<file path="src/rtl/open_address_hash_map_unit_macros.svh">
// ----------------------------------------------------------------------------
// open address hash map unit assertion macros
// shared property templates for the hash map assertions
// ----------------------------------------------------------------------------
`ifndef OPEN_ADDRESS_HASH_MAP_UNIT_MACROS_SVH
`define OPEN_ADDRESS_HASH_MAP_UNIT_MACROS_SVH

// condition holds at every edge out of reset
`define OAHM_ASSERT_ALWAYS(label, clk, rst_n, cond, msg) \
    label: assert property (@(posedge clk) disable iff (!rst_n) (cond)) \
        else $error(msg);

// consequence holds in the cycle after the antecedent
`define OAHM_ASSERT_NEXT(label, clk, rst_n, ante, cons, msg) \
    label: assert property (@(posedge clk) disable iff (!rst_n) (ante) |=> (cons)) \
        else $error(msg);

`endif

</file>
<file path="src/rtl/oahm_ram.sv">
// ----------------------------------------------------------------------------
// oahm_ram
// simple dual port ram, one write port, one registered read port
// ----------------------------------------------------------------------------
module oahm_ram #(
    parameter int WIDTH = 8,
    parameter int DEPTH = 16
) (
    input  logic                     i_clk,
    input  logic                     i_wr_en,
    input  logic [$clog2(DEPTH)-1:0] i_wr_addr,
    input  logic [WIDTH-1:0]         i_wr_data,
    input  logic [$clog2(DEPTH)-1:0] i_rd_addr,
    output logic [WIDTH-1:0]         o_rd_data
);

    logic [WIDTH-1:0] r_mem [DEPTH];
    logic [WIDTH-1:0] r_rd_data;

    always_ff @(posedge i_clk) begin
        if (i_wr_en) begin
            r_mem[i_wr_addr] <= i_wr_data;
        end
        r_rd_data <= r_mem[i_rd_addr];
    end

    assign o_rd_data = r_rd_data;

endmodule
</file>
<file path="config.mk">
export PLATFORM = sky130hd
export DESIGN_NAME = oahm_ram
export DESIGN_NICKNAME = d
export VERILOG_FILES = /design/src/rtl/open_address_hash_map_unit_macros.svh /design/src/rtl/oahm_ram.sv
export SDC_FILE = /design/constraint.sdc
export NUM_CORES = 1
export LEC_CHECK = 0
export BUFFER_PORTS_ARGS = -buffer_cell sky130_fd_sc_hd__buf_4
export CAP_MARGIN = 20
export CORE_UTILIZATION = 54
export CTS_BUF_LIST = sky130_fd_sc_hd__clkbuf_16
export DETAILED_ROUTE_END_ITERATION = 12
export GPL_TIMING_DRIVEN = 1
export PLACE_DENSITY = 0.74
export SYNTH_ARGS = -nofsm -noshare
export SYNTH_HDL_FRONTEND = slang
export SYNTH_SLANG_ARGS = --single-unit
</file>
<file path="constraint.sdc">
create_clock -name i_clk -period 1.89 [get_ports i_clk]
set_clock_uncertainty 0.2 [all_clocks]
set_input_delay 0.378 -clock i_clk [delete_from_list [all_inputs] [get_ports i_clk]]
set_output_delay 0.378 -clock i_clk [all_outputs]
set_load 0.005 [all_outputs]
</file>
==> flow_metrics.tcl <==
set metrics [dict create \
    outcome "finished, final reports clean" \
    fin_ws_ns 0.276 \
    p_leak_nw 2.18 \
    dr.pass1.iters 4 \
    drc 0 \
    critPathMaxFanout 1 \
    grt_usage_pct 22.2 \
    timing.hold.ws_ns 0.0754 \
    min_delay_path_depth 1 \
    tightest_slew_ns 0.804 \
    critical_path_class "reg -> reg" \
    hold_path.startpoint "i_wr_data[5]" \
    r2r_end "o_rd_data[0]$_DFF_P_" \
    synth_cells 229 \
    crit_path_end_kind "register" \
    cts_inserted_buffers 17 \
    antenna_found_initial 0 \
    globalplace.congestion 0.752 \
    avgSynthCellArea_um2 22.5 \
    required_ns 1.98 \
    p_sw_mw 1.42 \
    syn_nets 247 \
    fin_setup_tns_ns 0 \
    clockBufferDepth 2 \
    post-place-ws_ns -0.108 \
    vias_per_cell 5.75 \
    maxSlewHeadroom_pct 46.3 \
    grt_pass1_vias 2637 \
    portBuffers 25 \
    netlist_area_mm2 0.00515 \
    fin_crit_sh_pct 85.4 \
    start_util_pct 55.7 \
    max_freq_mhz 620 \
    fillers 576 \
    maxCapViolCount 0 \
    clk_latency_ns 0.41 \
    synth_seq_cells 136 \
    grt.overflow.total 0 \
    final-hold-violation-count 0 \
    cts-root-buf "clkbuf_16" \
    postRouteAntennaNets 0 \
    hpwl_mm 6.57 \
    cts.sinks 136 \
    ir_drop_v 0.000707 \
    ys_seq_area_share_pct 77.8 \
    reg2reg_from "r_mem[1][0]$_DFFE_PP_" \
    p_sw_share_pct 20.1 \
    drt_wl_total_mm 9.86 \
    power_density_mw_per_mm2 1120 \
    ios 26 \
    cts.reportedPaths.clkPinSlew_ns 0.06 \
    rsz0062_at_grt "no" \
    ff2ff_path_depth 3 \
    synthesis.yosys.warnings 0 \
    synth_cell_types 19 \
    whs_endpoint "r_mem[1][5]$_DFFE_PP_" \
    die_y_um 99.6 \
    postCtsSetupBuffers 0 \
    cp-start-kind "register" \
    internal_power_mw 5.62 \
    grt_pass1_wl_mm 15.1 \
    final_layout_size_suffix_gt1_share_pct 34.5 \
    finalMaxSlewViolations 0 \
    core_area_mm2 0.00924 \
    critPathArrivalTime_ns 1.70 \
    fin_nets 312 \
    h-tree-depth 4 \
    share_seq_of_total_power_pct 48.2 \
    drtIter0Drc 157 \
    die_area_mm2 0.00993 \
    syn_to_final_growth_pct 22.6 \
    cts_tree "built" \
    final_common_cell "edfxtp_1" \
    power_frac_comb_pct 5.0 \
    worstHoldPathType "in -> reg" \
    clockPowerShare_pct 46.8 \
    die-width_um 99.6 \
    hold_buffers 0 \
    postCtsResizedCells 0 \
    fin_crit_ns 1.61 \
    r2r_slack_ns 0.28 \
    num_vias 2509 \
    diodes 0 \
    setup_viol_count_final 0 \
    final_cell_mix "edfxtp_1 (128), buf_4 (51), mux4_2 (18), clkbuf_16 (17), a22oi_1 (16)" \
    rows 35 \
    grt_max_degree 17 \
    wl_per_cell_um 22.6 \
]
==> cells in the mapped netlist, drive strengths merged <==
master         number  area [µm²]
nand2b              2        12.5
dfxtp               8         160
mux4               32         773
or3b                1        8.76
and2b               1        7.51
nor2b               1        6.26
nand3               1        5.00
a22oi              16         120
nor2               13        48.8
and2                1        6.26
buf                 7        56.3
nor3                4        20.0
nand3b              2        15.0
nand2               9        33.8
clkdlybuf4s25       3        30.0
edfxtp            128        3840
==> worst max path at each step <==
| stage | from | end | cells after the start |
|---|---|---|---|
| floorplan | i_wr_addr[2] | r_mem[3][0]$_DFFE_PP_ | 2 |
| global placement | i_rd_addr[0] | o_rd_data[0]$_DFF_P_ | 5 |
| detailed placement | i_rd_addr[0] | o_rd_data[1]$_DFF_P_ | 5 |
| CTS | r_mem[1][0]$_DFFE_PP_ | o_rd_data[0]$_DFF_P_ | 3 |
| global route | r_mem[10][7]$_DFFE_PP_ | o_rd_data[7]$_DFF_P_ | 3 |
| finish | r_mem[1][0]$_DFFE_PP_ | o_rd_data[0]$_DFF_P_ | 3 |
==> critical path, cell delays in order, from the launching register on <==
cell      delay, ns
edfxtp_1       0.39
mux4_1         0.52
a22oi_1        0.30
nand2_1        0.08
==> kinds of logic (layout without fill, tap and decap cells) <==
family	after synthesis	in the layout	synth area share, %
simple gates	35	35	3.18
compound gates	16	16	2.33
flops	136	136	77.8
buf+inv	10	88	1.68
mux	32	32	15.0
==> layout make-up <==
| class | count | area [µm²] | share of cell area (%) |
|---|---|---|---|
| clock buffer | 17 | 425 | 6.74 |
| tap | 129 | 161 | 2.56 |
| sequential | 136 | 4000 | 63.4 |
| timing repair buffer | 56 | 483 | 7.65 |
| clock inverter | 15 | 175 | 2.78 |
| multi-input combinational | 83 | 1060 | 16.8 |
==> stage by stage <==
stage,cell area [µm²],std cells,utilization [%],power [mW]
after global routing,6310,436,68.3,7.25
after global placement,5710,404,61.8,3.80
after detailed placement,5710,404,61.8,3.81
after CTS,6310,436,68.3,7.10
after floorplan,5150,229,-,3.62
final,6310,436,68.3,7.04
==> state kept, by name, indices dropped and copies added (netlist names) <==
| signal | count |
|---|---|
| o_rd_data | 8 |
| r_mem | 128 |
==> metal layers <==
metal	global-route usage, %	share of wire, %
met1	29.1	42
met5	0	0
met2	36.1	52
met3	5.62	5.9
met4	8.60	0.90
==> power groups by stage <==
stage | Combinational, mW | Clock [mW] | Sequential [mW]
2_1_floorplan | 0.171 | 0 | 3.45
3_3_place_gp | 0.345 | 0 | 3.45
3_5_place_dp | 0.357 | 0 | 3.46
4_1_cts | 0.359 | 3.34 | 3.39
5_1_grt | 0.378 | 3.48 | 3.40
6_report | 0.354 | 3.29 | 3.39
No activity file was read; power rests on OpenSTA's default activity.
